<file path="src/hw/rtl/fpa_pkg.sv">
// Shared action codes, bounds and pipeline payload types for the fixed-point ALU
`timescale 1ns / 1ps

package fpa_pkg;

   localparam logic [3:0] ACT_ADD      = 4'd0;
   localparam logic [3:0] ACT_SUB      = 4'd1;
   localparam logic [3:0] ACT_MUL      = 4'd2;
   localparam logic [3:0] ACT_DIV      = 4'd3;
   localparam logic [3:0] ACT_MAX      = 4'd4;
   localparam logic [3:0] ACT_MIN      = 4'd5;
   localparam logic [3:0] ACT_INC      = 4'd6;
   localparam logic [3:0] ACT_DEC      = 4'd7;
   localparam logic [3:0] ACT_FROM_INT = 4'd8;
   localparam logic [3:0] ACT_TO_INT   = 4'd9;

   localparam logic signed [31:0] RAW_MAX = 32'sh7FFF_FFFF;
   localparam logic signed [31:0] RAW_MIN = 32'sh8000_0000;

   typedef struct packed {
      logic signed [31:0] res;
      logic               ovf;
      logic               dz;
      logic               is_mul;
      logic               is_div;
      logic               neg;
      logic               gt;
      logic               lt;
      logic               eq;
   } fpa_tag_type;

   typedef struct packed {
      logic [31:0] rem;
      logic [31:0] dsr;
      logic [32:0] quo;
      logic        big;
   } fpa_div_type;

   typedef struct packed {
      logic signed [31:0] result_raw;
      logic               a_greater;
      logic               a_less;
      logic               a_equal;
      logic               overflow;
      logic               div_by_zero;
   } fpa_rsp_type;

endpackage

</file>
<file path="src/hw/rtl/fpa_div_cell.sv">
// Divider cell: one restoring quotient bit per cell, payload handed on each cycle that adv is high
`timescale 1ns / 1ps

module fpa_div_cell #(
   parameter int NUM_W = 40
) (
   input  logic                 clock,
   input  logic                 reset,
   input  logic                 adv,
   input  logic                 in_valid,
   input  fpa_pkg::fpa_tag_type in_tag,
   input  fpa_pkg::fpa_div_type in_div,
   input  logic [NUM_W-1:0]     in_num,
   output logic                 out_valid,
   output fpa_pkg::fpa_tag_type out_tag,
   output fpa_pkg::fpa_div_type out_div,
   output logic [NUM_W-1:0]     out_num
);
   import fpa_pkg::*;

   logic [32:0]      trial;
   logic             fit;
   logic             valid_ff;
   fpa_tag_type      tag_ff;
   fpa_div_type      div_in, div_ff;
   logic [NUM_W-1:0] num_in, num_ff;

   always_comb begin
      trial      = {in_div.rem, in_num[NUM_W-1]};
      fit        = trial >= {1'b0, in_div.dsr};
      div_in.rem = fit ? 32'(trial - {1'b0, in_div.dsr}) : 32'(trial);
      div_in.dsr = in_div.dsr;
      div_in.quo = {in_div.quo[31:0], fit};
      div_in.big = in_div.big | in_div.quo[32];
      num_in     = in_num << 1;
   end

   always_ff @(posedge clock) begin
      if (reset) begin
         valid_ff <= 1'b0;
      end else if (adv) begin
         valid_ff <= in_valid;
      end
   end

   always_ff @(posedge clock) begin
      if (adv) begin
         tag_ff <= in_tag;
         div_ff <= div_in;
         num_ff <= num_in;
      end
   end

   assign out_valid = valid_ff;
   assign out_tag   = tag_ff;
   assign out_div   = div_ff;
   assign out_num   = num_ff;

endmodule

</file>
<file path="config.mk">
export PLATFORM = sky130hd
export DESIGN_NAME = fpa_div_cell
export DESIGN_NICKNAME = d
export VERILOG_FILES = /design/src/hw/rtl/fpa_pkg.sv /design/src/hw/rtl/fpa_div_cell.sv
export SDC_FILE = /design/constraint.sdc
export NUM_CORES = 1
export LEC_CHECK = 0
export BUFFER_PORTS_ARGS = -buffer_cell sky130_fd_sc_hd__buf_2
export CORE_AREA = 2 2 142 144
export DETAILED_ROUTE_END_ITERATION = 7
export DIE_AREA = 0 0 144 146
export PLACE_DENSITY = 0.72
export SETUP_SLACK_MARGIN = 0.05
export SLEW_MARGIN = 0
export SYNTH_ARGS = -nofsm -noshare
export SYNTH_HDL_FRONTEND = slang
export SYNTH_SLANG_ARGS = --single-unit
</file>
<file path="constraint.sdc">
create_clock -name clock -period 3.2 [get_ports clock]
set_clock_uncertainty 0.1 [all_clocks]
set_input_delay 0.32 -clock clock [delete_from_list [all_inputs] [get_ports clock]]
set_output_delay 0.32 -clock clock [all_outputs]
set_load 0.01 [all_outputs]
</file>
======== Word level (Yosys, flattened, before mapping) ========
Index checks and enable logic that the tools add are counted.
word-level totals
  flip-flop bits (word level) ............. 178
  bits in latches ......................... 0
  bits in writable memories ............... 0
  bits in read-only memories .............. 0
  logic and storage cells ................. 19
  memories ................................ 0
cells by class
  add/subtract/negate cells ............... 1
  multipliers ............................. 0
  div/mod/pow operators ................... 0
  order comparisons ....................... 1
  equality and inequality tests ........... 0
  shift operators ......................... 0
  mux-type cells .......................... 1
  bitwise operators ....................... 1
  reductions and logical operators ........ 0
operator list
  cell              count
  $ge A33 B32 Y1    1
  $mux W32          1
  $sub A32 B32 Y32  1
  $or A1 B1 Y1      1

======== Depth between registers and ports, before layout ========
  depth in word-level cells ............... 2
  depth in mapped cells ................... 13
  gate-level depth less buffers ........... 12

======== Worst setup path before layout ========
OpenSTA, ideal clock, no wires.
  kind .................................... input to register
  from .................................... in in_div[41] (netlist name)
  to ...................................... reg div_ff (netlist bit out_div[79]), data pin
  setup time .............................. 262 ps
  arrival ................................. 2,833 ps
  slack ................................... 5 ps
  cell stages on the path ................. 12
  cell sequence ........................... inv_1 > ha_1 > buf_2 > nand4_1 > or4_1 > a21oi_1 > nor3_1 > a211oi_2 > o21ai_2 > o31ai_4 > buf_4 > mux2_1
RTL lines
  element               line                text
  start, declared       fpa_div_cell.sv:12  input fpa_pkg::fpa_div_type in_div,
  end signal, assigned  fpa_div_cell.sv:49  div_ff <= div_in;
  end, declared         fpa_div_cell.sv:25  fpa_div_type div_in, div_ff;

==> metrics.yaml <==
arrival_ps: 3030
peakVddDrop_mv: 0.348
rsz0062_at_grt: "false"
die_area_mm2: 0.0210
worstSkewPairLatency_ps: 420
internal_power_uw: 4460
top_layer: "met4"
fp.dieH_um: 146
vias: 6541
switching_share_pct: 28.1
maxSlewViolCount: 0
timing.rr.start: "out_valid$_SDFFE_PP0P_"
power.switching_uw: 1740
yosysTopAreaCell: "edfxtp_1"
first_pass_iters: 7
power.density_mw_per_mm2: 519
syn_to_final_growth_pct: 57.8
hold_start: "in_div[35]"
fin_ws_ps: 248
cts_root_buf: "clkbuf_16"
grt_usage_pct: 24.7
cts-htree-levels: 4
critPathRequiredTime_ps: 3270
antenna_left: 0
maxCapViolCount: 0
ys_seq_elements: 178
startpoint_type: "primary input"
die_width_um: 144
synthFlopType: "edfxtp_1"
hold_slack_ps: 32.3
drc_errors: 0
grt_pass1_wl_um: 38800
postRouteWirelength_um: 26500
async_reset_ff_share_pct: 0
fillers: 1494
path_clk_slew_ps: 70
core_area_mm2: 0.0193
grt.overflow.total: 0
cts_sinks: 178
slew_headroom_pct: 54.5
grt_pass1_vias: 6753
antenna_found_initial: 4
yosysUniqueCellTypes: 49
finalInstanceArea_mm2: 0.0120
p_comb_share_pct: 20.1
gp_congestion: 0.847
fmax_mhz: 339
tritoncts: "done"
synth.top_cell.area_share_pct: 70.2
fin_nets: 1281
met3WireLength_um: 2050
synth_area_mm2: 0.00757
port_buffers: 359
synthCells: 526
crit_fanout: 10
wl_per_cell_um: 19.6
avgSynthCellArea_um2: 14.4
r2r_setup_slack_ps: 2480
setup_viol: 0
critPathLaunch: "in_div[58]"
hold_viol: 0
drt_iter0_markers: 364
tightest_slew_ps: 683
min_period_ps: 2950
dpl.cell_count: 1169
synth_enable_flop_cells: 177
wl_met1_um: 10000
routed_via_density: 4.85
synth_seq_area_share_pct: 70.4
postPlaceCellArea_mm2: 0.00991
synthTopCellsByArea: "edfxtp_1, ha_1, a21oi_1"
layout-drive-gt1-share_pct: 40.8
yosysWarnings: 0
numCtsBuffers: 17
outcome: "finished clean"
min_period_over_period_pct: 92.2
row_count: 51
p_leak_uw: 0.00528
grt_max_degree: 83
dpl_worst_slack_ps: -220
initial_utilization_pct: 39.2
dr_wl_met2_um: 12900
cts_buffer_depth: 2
ioPinCount: 361
final_core_util_pct: 61.8
clkPwrFrac_pct: 33.5
seqPwrFrac_pct: 46.4
crit_path_end_kind: "register"
critPathKind: "primary input to register"
hold_class: "primary input to register"
dpl.hpwl_um: 18100
fin_cells: 1349
syn-num-nets: 741
-- power groups by stage --
stage,combinational [uW],sequential (uW),clock (uW)
2_1_floorplan,394,3050,0
3_3_place_gp,1060,2920,0
3_5_place_dp,1080,2930,0
4_1_cts,1230,2880,2100
5_1_grt,1340,2900,2190
6_report,1250,2880,2070
-- stage by stage --
step | TNS [ps] | total power (uW)
after floorplan | 0 | 3450
after global placement | -245 | 3980
after detailed placement | -991 | 4000
after CTS | 0 | 6200
after global routing | 0 | 6430
final | 0 | 6200
-- synthesized netlist by cell type (5+ instances only) --
master / count
ha_1: 32
xor2_1: 11
edfxtp_1: 177
a21o_1: 12
clkbuf_1: 5
nand3_1: 8
nor2_1: 37
o21a_1: 6
nand2_1: 27
mux2_2: 6
a31oi_1: 5
o21ai_0: 16
xnor2_1: 16
a21oi_1: 54
inv_1: 38
buf_2: 8
nand4_1: 7
-- final timing paths --
check / endpoint / cells after the start
setup reg to reg: out_valid$_SDFFE_PP0P_ / 2
hold / removal: out_div[35]$_DFFE_PP_ / 1
setup / recovery: out_div[70]$_DFFE_PP_ / 11
hold reg to reg: out_valid$_SDFFE_PP0P_ / 2
-- repair_timing --
item	4_1_cts	5_1_grt
setup buffers	0	0
endpoints found under the hold margin	141	2
setup endpoints to repair	0	2
hold buffers	141	2
gates resized for setup	0	2
-- worst max-delay path: stages --
cell           delay (ps)
dlygate4sd3_1         530
buf_2                 110
inv_1                  40
ha_1                  390
nand3_1               180
nor4_1                410
a31oi_1               190
o21a_1                180
o31ai_4                70
buf_4                 250
mux2_2                350
-- cells in the final DEF, fill, tap and decap left out, types with 3 or more instances in the layout --
cell type      count
o21a_1             6
mux2_2             6
clkinv_8           5
diode_2            5
nor4_1             4
nand2b_1           4
inv_6              3
nand2_1           27
xnor2_1           16
mux2i_1            3
mux2_1             4
o21bai_1           3
xor2_1            11
a21oi_1           54
dlygate4sd3_1    143
inv_1             38
o21ai_0           15
nand4_1            7
buf_2            358
o211ai_1           4
a211oi_1           3
edfxtp_1         177
buf_4             36
a21o_1            12
clkbuf_16         17
inv_8              3
ha_1              32
clkinv_4           3
nor2_1            37
nand3_1            8
a31oi_1            4
-- cells by family after synthesis --
kind of cell,count (synthesis),synth area share [%]
and+or+nand+nor,100,6.11
muxes,13,1.88
buffers and inverters,56,3.12
other,1,0.0495
DFF,178,70.4
xor gates and xnor gates,27,3.12
AOI/OAI and AO/OA,118,9.71
adders and majority gates,33,5.55
-- sequential cells by signal (all words and copies together), names as in the netlist --
register	count
out_div	98
out_num	39
out_tag	40
out_valid	1
-- final cells by class --
class	count	area [um^2]	share of cell area (%)
Sequential cell	178	5340	44.6
Timing Repair Buffer	539	3530	29.5
Multi-Input combinational cell	292	2010	16.8
Clock buffer	18	429	3.59
Tap cell	265	332	2.77
Clock inverter	14	168	1.40
Inverter	38	143	1.19
Antenna cell	5	12.5	0.105
-- routing by layer --
layer	vias to the layer above	track usage, %
met4	0	14.7
met1	3094	28.3
met2	321	40.5
met5	-	0.718
li1	3049	-
met3	77	7.63
Note: power is estimated with default switching activity, not from simulation.
