`config.mk`:
```
export PLATFORM = sky130hd
export DESIGN_NAME = fpa_back
export DESIGN_NICKNAME = d
export VERILOG_FILES = /design/src/hw/rtl/fpa_pkg.sv /design/src/hw/rtl/fpa_back.sv
export SDC_FILE = /design/constraint.sdc
export NUM_CORES = 1
export LEC_CHECK = 0
export ABC_AREA = 0
export BUFFER_PORTS_ARGS = -buffer_cell sky130_fd_sc_hd__buf_2
export CAP_MARGIN = 20
export CORE_UTILIZATION = 47
export CTS_BUF_LIST = sky130_fd_sc_hd__clkbuf_16
export CTS_CLUSTER_SIZE = 30
export DETAILED_ROUTE_END_ITERATION = 8
export GPL_TIMING_DRIVEN = 1
export MAX_ROUTING_LAYER = met4
export PLACE_DENSITY = 0.88
export SLEW_MARGIN = 20
export SYNTH_ARGS = -nofsm -noshare
export SYNTH_HDL_FRONTEND = slang
export SYNTH_SLANG_ARGS = --single-unit
```
`constraint.sdc`:
```
create_clock -name clock -period 3.9 [get_ports clock]
set_input_delay 0.39 -clock clock [delete_from_list [all_inputs] [get_ports clock]]
set_output_delay 0.39 -clock clock [all_outputs]
set_load 0.1 [all_outputs]
```
`src/hw/rtl/fpa_pkg.sv`:
```
// Shared action codes, bounds and pipeline payload types for the fixed-point ALU
`timescale 1ns / 1ps

package fpa_pkg;

   localparam logic [3:0] ACT_ADD      = 4'd0;
   localparam logic [3:0] ACT_SUB      = 4'd1;
   localparam logic [3:0] ACT_MUL      = 4'd2;
   localparam logic [3:0] ACT_DIV      = 4'd3;
   localparam logic [3:0] ACT_MAX      = 4'd4;
   localparam logic [3:0] ACT_MIN      = 4'd5;
   localparam logic [3:0] ACT_INC      = 4'd6;
   localparam logic [3:0] ACT_DEC      = 4'd7;
   localparam logic [3:0] ACT_FROM_INT = 4'd8;
   localparam logic [3:0] ACT_TO_INT   = 4'd9;

   localparam logic signed [31:0] RAW_MAX = 32'sh7FFF_FFFF;
   localparam logic signed [31:0] RAW_MIN = 32'sh8000_0000;

   typedef struct packed {
      logic signed [31:0] res;
      logic               ovf;
      logic               dz;
      logic               is_mul;
      logic               is_div;
      logic               neg;
      logic               gt;
      logic               lt;
      logic               eq;
   } fpa_tag_type;

   typedef struct packed {
      logic [31:0] rem;
      logic [31:0] dsr;
      logic [32:0] quo;
      logic        big;
   } fpa_div_type;

   typedef struct packed {
      logic signed [31:0] result_raw;
      logic               a_greater;
      logic               a_less;
      logic               a_equal;
      logic               overflow;
      logic               div_by_zero;
   } fpa_rsp_type;

endpackage

```
`src/hw/rtl/fpa_back.sv`:
```
// Back stage: quotient rounding register, then saturation and sign of a divide result; other results pass through
`timescale 1ns / 1ps

module fpa_back (
   input  logic                 clock,
   input  logic                 reset,
   input  logic                 adv,
   input  logic                 in_valid,
   input  fpa_pkg::fpa_tag_type in_tag,
   input  fpa_pkg::fpa_div_type in_div,
   output logic                 out_valid,
   output fpa_pkg::fpa_rsp_type out_rsp
);
   import fpa_pkg::*;

   localparam logic [33:0] POS_LIM = 34'h0_7FFF_FFFF;
   localparam logic [33:0] NEG_LIM = 34'h0_8000_0000;

   logic        rnd;
   logic [33:0] q_in, q_ff;
   logic        big_ff;
   logic        valid_ff;
   fpa_tag_type tag_ff;
   logic        dov;

   assign rnd  = {in_div.rem, 1'b0} >= {1'b0, in_div.dsr};
   assign q_in = {1'b0, in_div.quo} + 34'(rnd);

   always_ff @(posedge clock) begin
      if (reset) begin
         valid_ff <= 1'b0;
      end else if (adv) begin
         valid_ff <= in_valid;
      end
   end

   always_ff @(posedge clock) begin
      if (adv) begin
         tag_ff <= in_tag;
         q_ff   <= q_in;
         big_ff <= in_div.big;
      end
   end

   always_comb begin
      dov = big_ff || (q_ff > (tag_ff.neg ? NEG_LIM : POS_LIM));
      out_rsp.a_greater   = tag_ff.gt;
      out_rsp.a_less      = tag_ff.lt;
      out_rsp.a_equal     = tag_ff.eq;
      out_rsp.div_by_zero = tag_ff.dz;
      if (tag_ff.is_div) begin
         out_rsp.overflow = dov;
         if (dov) begin
            out_rsp.result_raw = tag_ff.neg ? RAW_MIN : RAW_MAX;
         end else begin
            out_rsp.result_raw = tag_ff.neg ? (~q_ff[31:0] + 32'd1) : q_ff[31:0];
         end
      end else begin
         out_rsp.overflow   = tag_ff.ovf;
         out_rsp.result_raw = tag_ff.res;
      end
   end

   assign out_valid = valid_ff;

endmodule

```
### Word-level counts from Yosys, hierarchy flattened

Cells that the tools add are included.
W data, S select, Z words.

* muxes and demuxes: 6
* order comparisons: 2
* add/subtract/negate cells: 2
* bitwise logic cells: 1
* reductions and logical operators: 1

Operators by type and width (number)
* $mux W32: 5
* $add A33 B1 Y34: 1
* $gt A34 B32 Y1: 1
* $ge A33 B32 Y1: 1
* $add A32 B1 Y32 const B: 1
* $not A32 Y32: 1
* $logic_or A1 B1 Y1: 1
* $mux W1: 1

* bits of input ports: 142
* register bits: 75
* output and inout bits: 38

### Longest topological paths before layout

* word-level depth: 5
* depth in mapped cells: 20
* depth with buffers taken out: 19

### Worst setup path before layout

OpenSTA, ideal clock, no wires.

* kind: flip-flop to output port
* start point: register tag_ff[3] in the netlist's numbering
* end point: output out_rsp[33] in the netlist's numbering
* data required time: 3.510 ns
* arrival time: 6.542 ns
* slack: -3.032 ns
* cell stages (with the launch flop): 13
* cells stage by stage: edfxtp_1 > inv_1 > clkbuf_1 > buf_1 > ha_1 > a2111o_1 > a21oi_1 > o211ai_1 > o21bai_1 > nor2b_1 > clkbuf_1 > o21ai_1 > o41ai_1

RTL lines
* start, declared: RTL line fpa_back.sv:23 `fpa_tag_type tag_ff;`
* start signal, assigned: RTL line fpa_back.sv:39 `tag_ff <= in_tag;`
* end, declared: RTL line fpa_back.sv:12 `output fpa_pkg::fpa_rsp_type out_rsp`

==> metrics.md <==
| Metric | Value |
|---|---|
| Outcome | finished, violations left |
| Failing checks | setup timing |
| Count of input and output buffers | 178 |
| Top Ports | 180 |
| Post-Syn Nets | 831 |
| Relative slew slack | 31.98% |
| HP Class | input pin to flip-flop |
| Commonest cells after routing, fill and taps aside | 145 x buf_2, 74 x edfxtp_1, 57 x ha_1, 55 x nor2_1, 50 x nand2_1 |
| WHS | 0.1797 ns |
| Delay-heaviest family, CP | simple AND/OR/NAND/NOR gates |
| CP endpoint kind | output port |
| CTS tree | done |
| Reg-to-Reg Start | out_valid |
| Crit path launch type | flip-flop |
| Synth cell types | 57 |
| CTS Buf Count | 9 |
| Crit path largest cell delay | 0.42 ns |
| Cell type with the largest total area after synthesis | edfxtp_1 |
| Initial antenna violation count | 0 |
| Peak Freq | 227.4 MHz |
| Total gr overflow | 0 |
| RSZ-0062 raised after global routing | true |
| Period minus WS final | 4.398 ns |
| Skew final | 0 ns |
| First-pass GRT wire length | 27080 µm |
| Req. time, crit path | 3.51 ns |
| Hold Path Stages | 2 |
| Critical-path cell list | buf_6, clkbuf_16, ha_4, nand4_1, nor4_4, nand3_2, o211ai_1, buf_4, o21bai_4, nor2b_4, buf_6, clkbuf_16, mux2i_2, a21oi_4, buf_12 |
| Worst Tran Pin Value | 1.018 ns |
| Area of the multi-input gates | 4104 µm² |
| WL/cell | 21.86 µm |
| Yosys warnings | 0 |
| Fill cells | 727 |
| Die Area | 12760 µm² |
| Final Hold Fails | 0 |
| Fin worst setup slack | -0.4984 ns |
| DR pass1 iterations | 6 |
| Root buffer cell | clkbuf_16 |
| H-tree Lvls | 3 |
| Post-synth EDFFs | 74 |
| Slew Limit Fails | 0 |
| Tot Pwr | 3.266 mW |
| Die width | 113.0 µm |
| Maximum vdd drop | 0.2777 mV |
| Vias in the first global route | 5762 |
| Crit-path max FO | 6 |
| Dpl hpwl | 12110 µm |
| Ratio of cells with drive above 1 in the final layout | 39.38% |
| Worst-case reg-to-reg path depth | 2 |
| Count of buffer and inverter cells on the critical path | 6 |
| Total wire length | 21640 µm |
| Reg area | 2242 µm² |
| CTS sink cnt | 75 |
| Post-Layout Cell Count | 990 |
| Worst path slowest cell | nor4_4 |
| Ant. Diodes | 0 |
| Deepest clock path buffer count | 2 |
| Fin nets | 1046 |
| CP Data Arrival Time | 4.01 ns |
| Synth area leaders | edfxtp_1 38%, ha_1 14%, a21oi_1 4.6%, nor2_1 3.8%, xnor2_1 3.5% |
| Flop2flop setup slack | 3.28 ns |
| Post-synthesis cell count | 623 |
| Max-cap violations | 0 |
| Core area | 12010 µm² |
| Cell count after placement | 938 |
| DRT iter0 DRCs | 713 |
| Mapped Area | 5788 µm² |
| Avg Vias per Cell | 6.355 |
| Endpoints failing setup | 33 |
| Commonest non-fill, non-tap cell in the layout | buf_2 |
| Clock-pin transition on the worst setup and hold timing paths | 0.07 ns |
| Synth Flop Type | edfxtp_1 |
| Crit path capture | out_rsp[23] |
| Period Utilization, post-route | 112.8% |
| Worst-Skew Late Latency | 0.35 ns |
| Setup TNS | -13.23 ns |
| Asr flop ratio synth | 0% |
| Post-route DRC | 0 |
| WS Path Type | flip-flop to output port |
| Gp weighted congestion | 0.9180 |
| Via count | 6291 |
| Pin count of the biggest net entering global routing | 76 |
| Syn_area_per_cell | 9.291 µm² |
| P per Cell Area | 366.9 nW/µm² |
| Initial Util | 48.19% |
| Flops & latches, synth | 75 |
| Sequential fraction of the synthesis area | 38.74% |
| GRT Overall Usage | 27.79% |
| Hold path startpoint | reset |
| Lkg Pwr | 3.765 nW |
| DRT antenna net count | 0 |
| CP Depth | 15 |
| Area grow syn2layout | 53.78% |
| Row count | 40 |
| Top-area cell type share of the netlist area | 38.39% |
| Chip height | 113.0 µm |
| CP startpoint | tag_ff[3] |
| Worst R2R End | out_valid |
power by group:
| part | switching [mW] | internal [mW] |
|---|---|---|
| Sequential | 0.0838 | 0.963 |
| Combinational | 0.820 | 0.506 |
| Clock | 0.379 | 0.514 |
| Total | 1.28 | 1.98 |
what timing repair did:
item	CTS	global route
hold buffers	0	0
buffers inserted	9	20
setup endpoints to repair	29	33
gates resized for setup	6	58
pin swaps	7	25
cloned	0	7
worst min-delay path by stage:
| stage | endpoint |
|---|---|
| floorplan | out_valid |
| global placement | out_valid |
| detailed placement | out_valid |
| CTS | out_valid |
| global route | out_valid |
| finish | out_valid |
layer usage:
layer  global-route usage, %  up-vias  routed length, µm
li1                        -     2756                  -
met2                   46.79      513              10410
met4                   14.39        0               1419
met5                       -        -                  0
met3                   4.928      154               2140
met1                   31.85     2868               7675
registers in the layout (all words and copies together) (netlist names):
signal     count
big_ff         1
q_ff          34
out_rsp        4
tag_ff        35
out_valid      1
cell type report:
type	instances	area share (%)
Clock buffer	9	2.530
Sequential cell	75	25.19
Timing Repair Buffer	227	21.16
Tap cell	147	2.066
Clock inverter	7	1.068
Multi-Input combinational cell	481	46.11
Inverter	44	1.884
kinds of logic after synthesis:
| family | synth area share (%) |
|---|---|
| fa+ha+maj | 14.27 |
| flops | 38.74 |
| buf+inv | 4.669 |
| compound gates | 16.65 |
| mux | 1.038 |
| xor+xnor | 5.296 |
| simple gates | 19.35 |
cells in the mapped netlist (all sizes together) (4+ instances only):
master   n
edfxtp  74
ha      66
nor2    58
nand2   54
a21oi   53
inv     44
o21ai   29
xnor2   23
nand3   22
nand4   17
nor3    17
clkbuf  16
xor2    12
a211oi  10
a21o    10
and3    10
nor2b    9
or3      9
buf      8
or4      8
mux2i    6
o21a     6
nand2b   5
nor4     5
o32ai    5
a31oi    4
o211ai   4
o31ai    4
stage by stage:
stage	cell area (µm²)	util (%)	setup slack, ns
after detailed placement	7848	65.33	0.1952
after floorplan	6370	-	-0.4377
final	8901	74.10	-0.4984
after global placement	7848	65.33	0.2987
after CTS	8279	68.93	-0.01462
after global routing	8901	74.10	-0.5337
No activity file was read; power rests on OpenSTA's default activity.
