--- src/hw/rtl/fpa_pkg.sv ---
// Shared action codes, bounds and pipeline payload types for the fixed-point ALU
`timescale 1ns / 1ps

package fpa_pkg;

   localparam logic [3:0] ACT_ADD      = 4'd0;
   localparam logic [3:0] ACT_SUB      = 4'd1;
   localparam logic [3:0] ACT_MUL      = 4'd2;
   localparam logic [3:0] ACT_DIV      = 4'd3;
   localparam logic [3:0] ACT_MAX      = 4'd4;
   localparam logic [3:0] ACT_MIN      = 4'd5;
   localparam logic [3:0] ACT_INC      = 4'd6;
   localparam logic [3:0] ACT_DEC      = 4'd7;
   localparam logic [3:0] ACT_FROM_INT = 4'd8;
   localparam logic [3:0] ACT_TO_INT   = 4'd9;

   localparam logic signed [31:0] RAW_MAX = 32'sh7FFF_FFFF;
   localparam logic signed [31:0] RAW_MIN = 32'sh8000_0000;

   typedef struct packed {
      logic signed [31:0] res;
      logic               ovf;
      logic               dz;
      logic               is_mul;
      logic               is_div;
      logic               neg;
      logic               gt;
      logic               lt;
      logic               eq;
   } fpa_tag_type;

   typedef struct packed {
      logic [31:0] rem;
      logic [31:0] dsr;
      logic [32:0] quo;
      logic        big;
   } fpa_div_type;

   typedef struct packed {
      logic signed [31:0] result_raw;
      logic               a_greater;
      logic               a_less;
      logic               a_equal;
      logic               overflow;
      logic               div_by_zero;
   } fpa_rsp_type;

endpackage

--- src/hw/rtl/fpa_front.sv ---
// Front stages: decode, simple operations, pipelined multiply and divider set-up
`timescale 1ns / 1ps

module fpa_front #(
   parameter int FRAC_BITS = 8,
   parameter int NUM_W     = 40
) (
   input  logic                clock,
   input  logic                reset,
   input  logic                adv,
   input  logic                in_valid,
   input  logic [3:0]          in_action,
   input  logic signed [31:0]  in_a,
   input  logic signed [31:0]  in_b,
   output logic                out_valid,
   output fpa_pkg::fpa_tag_type out_tag,
   output fpa_pkg::fpa_div_type out_div,
   output logic [NUM_W-1:0]    out_num
);
   import fpa_pkg::*;

   typedef struct packed {
      logic signed [31:0] res;
      logic               ovf;
   } fpa_sat_type;

   localparam logic [63:0] MUL_HALF = (64'd1 << FRAC_BITS) >> 1;

   function automatic fpa_sat_type sat_to_raw(input logic signed [63:0] v);
      fpa_sat_type r;
      if (v > 64'(RAW_MAX)) begin
         r.res = RAW_MAX;
         r.ovf = 1'b1;
      end else if (v < 64'(RAW_MIN)) begin
         r.res = RAW_MIN;
         r.ovf = 1'b1;
      end else begin
         r.res = v[31:0];
         r.ovf = 1'b0;
      end
      return r;
   endfunction

   logic signed [32:0] sum_w;
   logic signed [32:0] diff_w;
   logic signed [32:0] inc_w;
   logic signed [32:0] dec_w;
   logic signed [63:0] wide;
   fpa_sat_type        sat;
   logic [31:0]        abs_a;
   logic [31:0]        abs_b;

   logic               s1_valid_ff, s2_valid_ff, s3_valid_ff;
   fpa_tag_type        s1_tag_in, s1_tag_ff, s2_tag_ff, s3_tag_in, s3_tag_ff;
   fpa_div_type        s1_div_in, s1_div_ff, s2_div_ff, s3_div_ff;
   logic [NUM_W-1:0]   s1_num_in, s1_num_ff, s2_num_ff, s3_num_ff;
   logic signed [63:0] s1_prod_in, s1_prod_ff;
   logic [63:0]        s2_mag_in, s2_mag_ff;
   logic               s2_mneg_ff;
   logic [63:0]        mul_q;

   assign sum_w  = 33'(in_a) + 33'(in_b);
   assign diff_w = 33'(in_a) - 33'(in_b);
   assign inc_w  = 33'(in_a) + 33'sd1;
   assign dec_w  = 33'(in_a) - 33'sd1;
   assign abs_a  = in_a[31] ? (~in_a + 32'd1) : in_a;
   assign abs_b  = in_b[31] ? (~in_b + 32'd1) : in_b;

   always_comb begin
      unique case (in_action)
         ACT_ADD:      wide = 64'(sum_w);
         ACT_SUB:      wide = 64'(diff_w);
         ACT_MAX:      wide = 64'((in_a > in_b) ? in_a : in_b);
         ACT_MIN:      wide = 64'((in_a < in_b) ? in_a : in_b);
         ACT_INC:      wide = 64'(inc_w);
         ACT_DEC:      wide = 64'(dec_w);
         ACT_FROM_INT: wide = 64'(in_a) <<< FRAC_BITS;
         ACT_TO_INT:   wide = 64'(in_a >>> FRAC_BITS);
         default:      wide = '0;
      endcase
      sat = sat_to_raw(wide);

      s1_tag_in.res    = sat.res;
      s1_tag_in.ovf    = sat.ovf;
      s1_tag_in.dz     = (in_action == ACT_DIV) && (in_b == 32'sd0);
      s1_tag_in.is_mul = (in_action == ACT_MUL);
      s1_tag_in.is_div = (in_action == ACT_DIV) && (in_b != 32'sd0);
      s1_tag_in.neg    = in_a[31] ^ in_b[31];
      s1_tag_in.gt     = in_a > in_b;
      s1_tag_in.lt     = in_a < in_b;
      s1_tag_in.eq     = in_a == in_b;

      s1_div_in.rem = '0;
      s1_div_in.dsr = abs_b;
      s1_div_in.quo = '0;
      s1_div_in.big = 1'b0;
      s1_num_in     = NUM_W'(abs_a) << FRAC_BITS;
      s1_prod_in    = 64'(in_a) * 64'(in_b);
   end

   assign s2_mag_in = s1_prod_ff[63] ? (~s1_prod_ff + 64'd1) : s1_prod_ff;
   assign mul_q     = (s2_mag_ff + MUL_HALF) >> FRAC_BITS;

   always_comb begin
      s3_tag_in = s2_tag_ff;
      if (s2_tag_ff.is_mul) begin
         if (s2_mneg_ff) begin
            s3_tag_in.ovf = mul_q > 64'h8000_0000;
            s3_tag_in.res = s3_tag_in.ovf ? RAW_MIN : (~mul_q[31:0] + 32'd1);
         end else begin
            s3_tag_in.ovf = mul_q > 64'h7FFF_FFFF;
            s3_tag_in.res = s3_tag_in.ovf ? RAW_MAX : mul_q[31:0];
         end
      end
   end

   always_ff @(posedge clock) begin
      if (reset) begin
         s1_valid_ff <= 1'b0;
         s2_valid_ff <= 1'b0;
         s3_valid_ff <= 1'b0;
      end else if (adv) begin
         s1_valid_ff <= in_valid;
         s2_valid_ff <= s1_valid_ff;
         s3_valid_ff <= s2_valid_ff;
      end
   end

   always_ff @(posedge clock) begin
      if (adv) begin
         s1_tag_ff  <= s1_tag_in;
         s1_div_ff  <= s1_div_in;
         s1_num_ff  <= s1_num_in;
         s1_prod_ff <= s1_prod_in;
         s2_tag_ff  <= s1_tag_ff;
         s2_div_ff  <= s1_div_ff;
         s2_num_ff  <= s1_num_ff;
         s2_mag_ff  <= s2_mag_in;
         s2_mneg_ff <= s1_prod_ff[63];
         s3_tag_ff  <= s3_tag_in;
         s3_div_ff  <= s2_div_ff;
         s3_num_ff  <= s2_num_ff;
      end
   end

   assign out_valid = s3_valid_ff;
   assign out_tag   = s3_tag_ff;
   assign out_div   = s3_div_ff;
   assign out_num   = s3_num_ff;

endmodule

--- config.mk ---
export PLATFORM = sky130hd
export DESIGN_NAME = fpa_front
export DESIGN_NICKNAME = d
export VERILOG_FILES = /design/src/hw/rtl/fpa_pkg.sv /design/src/hw/rtl/fpa_front.sv
export SDC_FILE = /design/constraint.sdc
export NUM_CORES = 2
export LEC_CHECK = 0
export ABC_AREA = 1
export BUFFER_PORTS_ARGS = -buffer_cell sky130_fd_sc_hd__buf_4
export CORE_UTILIZATION = 59
export DETAILED_ROUTE_END_ITERATION = 10
export GPL_TIMING_DRIVEN = 1
export PLACE_DENSITY = 0.77
export SYNTH_ARGS = -nofsm -noshare
export SYNTH_HDL_FRONTEND = slang
export SYNTH_SLANG_ARGS = --single-unit
--- constraint.sdc ---
create_clock -name clock -period 8.3 [get_ports clock]
set_clock_uncertainty 0.15 [all_clocks]
set_input_delay 0.83 -clock clock [delete_from_list [all_inputs] [get_ports clock]]
set_output_delay 0.83 -clock clock [all_outputs]
set_load 0.01 [all_outputs]
== After elaboration in Yosys (flattened, before gate mapping) ==
Index checks and enable logic that the tools add are counted.

* Bits in registers: 444
* Input bits: 72
* Output and inout bits: 179

* Bitwise gates (word level): 5
* Eq/ne operators: 10
* $mul: 1
* Muxes and demuxes: 11
* Add/sub/neg operators: 9
* Reductions and logical operators: 5
* Order comparisons: 6

{| class="wikitable"
|+ Operator list
! cell !! number
|-
| 64-bit case mux with 8 select lines || 1
|-
| 64-bit two-way mux || 2
|-
| 33-bit two-way mux || 3
|-
| 32-bit by 1-bit adder with 32-bit output, second input constant || 3
|-
| 32-bit inverter || 3
|-
| 64-bit by 1-bit adder with 64-bit output, second input constant || 1
|-
| 64-bit by 8-bit adder with 64-bit output, second input constant || 1
|-
| 64-bit by 32-bit greater-than comparator with 1-bit output, second input constant || 1
|-
| 64-bit by 32-bit < comparator with 1-bit output, second input constant || 1
|-
| 32-bit by 32-bit multiplier with 64-bit output || 1
|-
| 32-bit two-way mux || 2
|-
| 64-bit inverter || 1
|-
| 63-bit two-way mux || 1
|-
| 31-bit two-way mux || 2
|-
| 56-bit by 31-bit greater-than comparator with 1-bit output, second input constant || 1
|-
| 56-bit by 32-bit greater-than comparator with 1-bit output, second input constant || 1
|-
| 32-bit by 2-bit adder with 33-bit output, second input constant || 1
|-
| 32-bit by 32-bit adder with 33-bit output || 1
|-
| 32-bit by 2-bit subtractor with 33-bit output, second input constant || 1
|-
| 32-bit by 32-bit subtractor with 33-bit output || 1
|-
| 32-bit equality test || 1
|-
| 32-bit greater-than comparator || 1
|-
| 32-bit zero test || 1
|-
| 32-bit < comparator || 1
|-
| 8 further kinds || 14
|}

== Longest topological paths before layout ==
* Word-level depth: 6
* Mapped depth: 34
* Gate-level depth less buffers: 32

== Worst setup path before layout ==
Ideal clock, no wire load.

* Path kind: input to register
* Start: input port in_a[31]
* End: register s1_prod_ff[62], data pin
* Arrival time: 8.308 ns
* Slack: -0.421 ns
* Cell stages on the path: 27
* Cell sequence: clkbuf_1 -> buf_1 -> nand2_1 -> inv_1 -> fa_1 -> inv_1 -> fa_1 -> inv_1 -> fa_1 -> fa_1 -> inv_1 -> fa_1 -> inv_1 -> fa_1 -> inv_1 -> fa_1 -> fa_1 -> inv_1 -> ha_1 -> a21oi_1 -> inv_1 -> a31oi_1 -> o21ai_0 -> a221oi_1 -> o21ai_0 -> a31oi_1 -> xor2_1

* Longest elaborated chain between the ends: 1

{| class="wikitable"
|+ Ends and longest elaborated chain
! item !! line !! text
|-
| start, declared || fpa_front.sv:13 || <nowiki>input logic signed [31:0] in_a,</nowiki>
|-
| 32-bit by 32-bit multiplier with 64-bit output || fpa_front.sv:98 || <nowiki>s1_prod_in = 64'(in_a) * 64'(in_b);</nowiki>
|-
| named net s1_prod_in[62] || fpa_front.sv:57 || <nowiki>logic signed [63:0] s1_prod_in, s1_prod_ff;</nowiki>
|-
| end signal, assigned || fpa_front.sv:134 || <nowiki>s1_prod_ff <= s1_prod_in;</nowiki>
|-
| end, declared || fpa_front.sv:57 ||
|}

The timed path passes the listed nets, and every way through them passes these cells.
A chain may end at the register's enable or synchronous reset.

== Final worst setup path ==
* Start: input port in_a[12]
* End: register s1_prod_ff[63], data pin

The elaborated chain is that of the path after synthesis.

==> impl_metrics.env <==
export IMPL_ys_seq_elements=437
export IMPL_final_cell_mix="inv_1 (2002), nand2_1 (1867), fa_1 (1083)"
export IMPL_maxSlewHeadroom=0.193
export IMPL_cpPeakStageDelay_ns=0.56
export IMPL_dp_hpwl_microns=194000
export IMPL_final_setup_tns_ns=0
export IMPL_die_w_microns=334
export IMPL_final_common_cell="inv_1"
export IMPL_end_kind="register"
export IMPL_utilization=0.670
export IMPL_synth_cell_types=63
export IMPL_filler_cell_count=8878
export IMPL_ioPinCount=251
export IMPL_crit_fanout=9
export IMPL_crit_required_ns=8.51
export IMPL_status="complete, no violations"
export IMPL_fin_nets=9814
export IMPL_critPathSlowestCell="fa_1"
export IMPL_drc=0
export IMPL_cts_max_level=2
export IMPL_path_clk_slew_ns=0.06
export IMPL_antenna_found_initial=8
export IMPL_core_sq_mm=0.109
export IMPL_setup_violations=0
export IMPL_synth_warnings=0
export IMPL_insertion_delay_ns=0.65
export IMPL_synth_edff_count=434
export IMPL_start_util=0.597
export IMPL_routed_wl_microns=232000
export IMPL_drv_cap=0
export IMPL_grt_pass1_vias=57200
export IMPL_grt_ovfl_total=0
export IMPL_tightest_slew_ns=1.20
export IMPL_cts_root_buffer="clkbuf_16"
export IMPL_slew_violations=0
export IMPL_grt_usage=0.427
export IMPL_gp_congestion=1.09
export IMPL_io_buffer_count=176
export IMPL_critPathLaunchType="primary input"
export IMPL_rows=121
export IMPL_firstDrtPassIters=8
export IMPL_grt_setup_unrepaired="false"
export IMPL_syn_area_per_cell_sq_um=8.19
export IMPL_layout_drive_gt1_share=0.110
export IMPL_syn_area_sq_mm=0.0652
export IMPL_pre_cts_ws_ns=-0.637
export IMPL_die_area_sq_mm=0.112
export IMPL_fin_ws_ns=0.229
export IMPL_synth_seq_area_share=0.201
export IMPL_drtAntennaViolNets=0
export IMPL_grt_pass1_wl_microns=351000
export IMPL_cts_setup_buffers=0
export IMPL_period_needed_ns=8.07
export IMPL_critPathKind="primary input to register"
export IMPL_finalCritPeriodShare=0.972
export IMPL_fmax_mhz=124
export IMPL_hp_class="primary input to register"
export IMPL_post_drt_wl_per_cell_microns=23.4
export IMPL_drt_iter0_markers=5674
export IMPL_cts_tree="yes"
export IMPL_die_h_microns=334
export IMPL_path_common_cell="fa_1"
export IMPL_cts_buffers=47
export IMPL_hold_violations=0
export IMPL_whs_ns=0.220
export IMPL_viasPerCell=5.58
export IMPL_synthToLayoutAreaGrowth_pct=12.2
export IMPL_cts_buffer_depth=3
export IMPL_synth_cells=7958
export IMPL_grt_max_degree=181
export IMPL_arrival_ns=8.29
export IMPL_cts_sinks=437
export IMPL_num_vias=55300
export IMPL_ys_flop_type="edfxtp_1"
export IMPL_async_flop_share=0
per-layer routing:
| metal | up-vias | global-route usage | share of wire |
|---|---|---|---|
| met2 | 3199 | 0.653 | 0.44 |
| met3 | 726 | 0.0964 | 0.11 |
| met1 | 26900 | 0.548 | 0.37 |
| met5 | - | 0 | 0.00019 |
| met4 | 8 | 0.283 | 0.081 |
| li1 | 24500 | - | - |
worst paths after layout:
| kind | startpoint | endpoint | slack (ns) | depth (start not counted) |
|---|---|---|---|---|
| min reg2reg | s1_tag_ff[33]$_SDFFCE_PN1P_ | s2_tag_ff[33]$_DFFE_PP_ | 0.26 | 0 |
| min | reset | s1_valid_ff$_SDFFE_PP0P_ | 0.22 | 2 |
| max reg2reg | s2_mag_ff[7]$_DFFE_PP_ | out_tag[39]$_DFFE_PP_ | 3.04 | 16 |
| max | in_a[12] | s1_prod_ff[63]$_DFFE_PP_ | 0.23 | 30 |
cell families after synthesis:
group           count (synthesis)  share of synthesized area
flops                         437                      0.201
simple gates                 2844                      0.179
xor+xnor                      252                     0.0338
compound gates                647                     0.0575
fa+ha+maj                    1339                      0.382
buf+inv                      2438                      0.147
other cells                     1                  0.0000575
worst max-delay path: cells and delay by family:
| family | cells | cell delay [ns] |
|---|---|---|
| fa+ha+maj | 9 | 4.39 |
| buf+inv | 8 | 1.07 |
| simple gates | 8 | 0.97 |
| compound gates | 4 | 0.87 |
| xor+xnor | 1 | 0.12 |
state kept, by name, indices dropped and copies added, names as in the netlist:
signal and count:
out_div 32, out_num 32, s1_valid_ff 1, s2_mag_ff 57
out_tag 40, s1_prod_ff 64, s2_valid_ff 1, s2_num_ff 32
s1_div_ff 32, s2_tag_ff 40, s2_mneg_ff 1, out_valid 1
s1_tag_ff 40, s1_num_ff 32, s2_div_ff 32
per-stage QoR:
stage	cells	instance area, sq um
2_1_floorplan	8031	65500
3_3_place_gp	9830	71600
3_5_place_dp	9830	71600
4_1_cts	9916	73100
5_1_grt	9916	73200
6_report	9920	73200
cell type report:
class / instances / area (sq um) / share of cell area
Multi-Input combinational cell: 5156 / 42900 / 0.586
Sequential cell: 437 / 13100 / 0.179
Inverter: 2024 / 7600 / 0.104
Timing Repair Buffer: 737 / 6190 / 0.0847
Tap cell: 1476 / 1850 / 0.0252
Clock buffer: 56 / 1210 / 0.0165
Clock inverter: 30 / 354 / 0.00484
Antenna cell: 4 / 10.0 / 0.000137
cell usage after synthesis, drive strengths merged, types with 7 or more instances:
cell type,instances,area share
inv,2016,0.12
nand2,1895,0.11
fa,1084,0.33
nor2,498,0.029
edfxtp,434,0.20
ha,255,0.049
buf,224,0.019
a21oi,223,0.017
o21ai,223,0.017
nand3,197,0.016
clkbuf,190,0.011
xor2,186,0.025
nor3,107,0.0092
o211ai,68,0.0078
nand4,67,0.0066
xnor2,66,0.0089
a31oi,36,0.0035
nor4,33,0.0032
nand3b,16,0.0018
o22ai,16,0.0015
or2,15,0.0014
o21bai,14,0.0016
a21o,12,0.0014
a21boi,11,0.0013
clkinv,8,0.00048
a211oi,7,0.00081
a221oi,7,0.00094
and3,7,0.00067
o2111ai,7,0.00094
repair_timing:
| action | 4_1_cts | 5_1_grt |
|---|---|---|
| hold buffers | 0 | 0 |
| hold endpoints to repair | 0 | 0 |
| setup endpoints to repair | 1 | 9 |
| gates resized for setup | 1 | 8 |
Power is not shown: default switching activity piles up to over one toggle a cycle in this logic, so the estimate is an artifact.
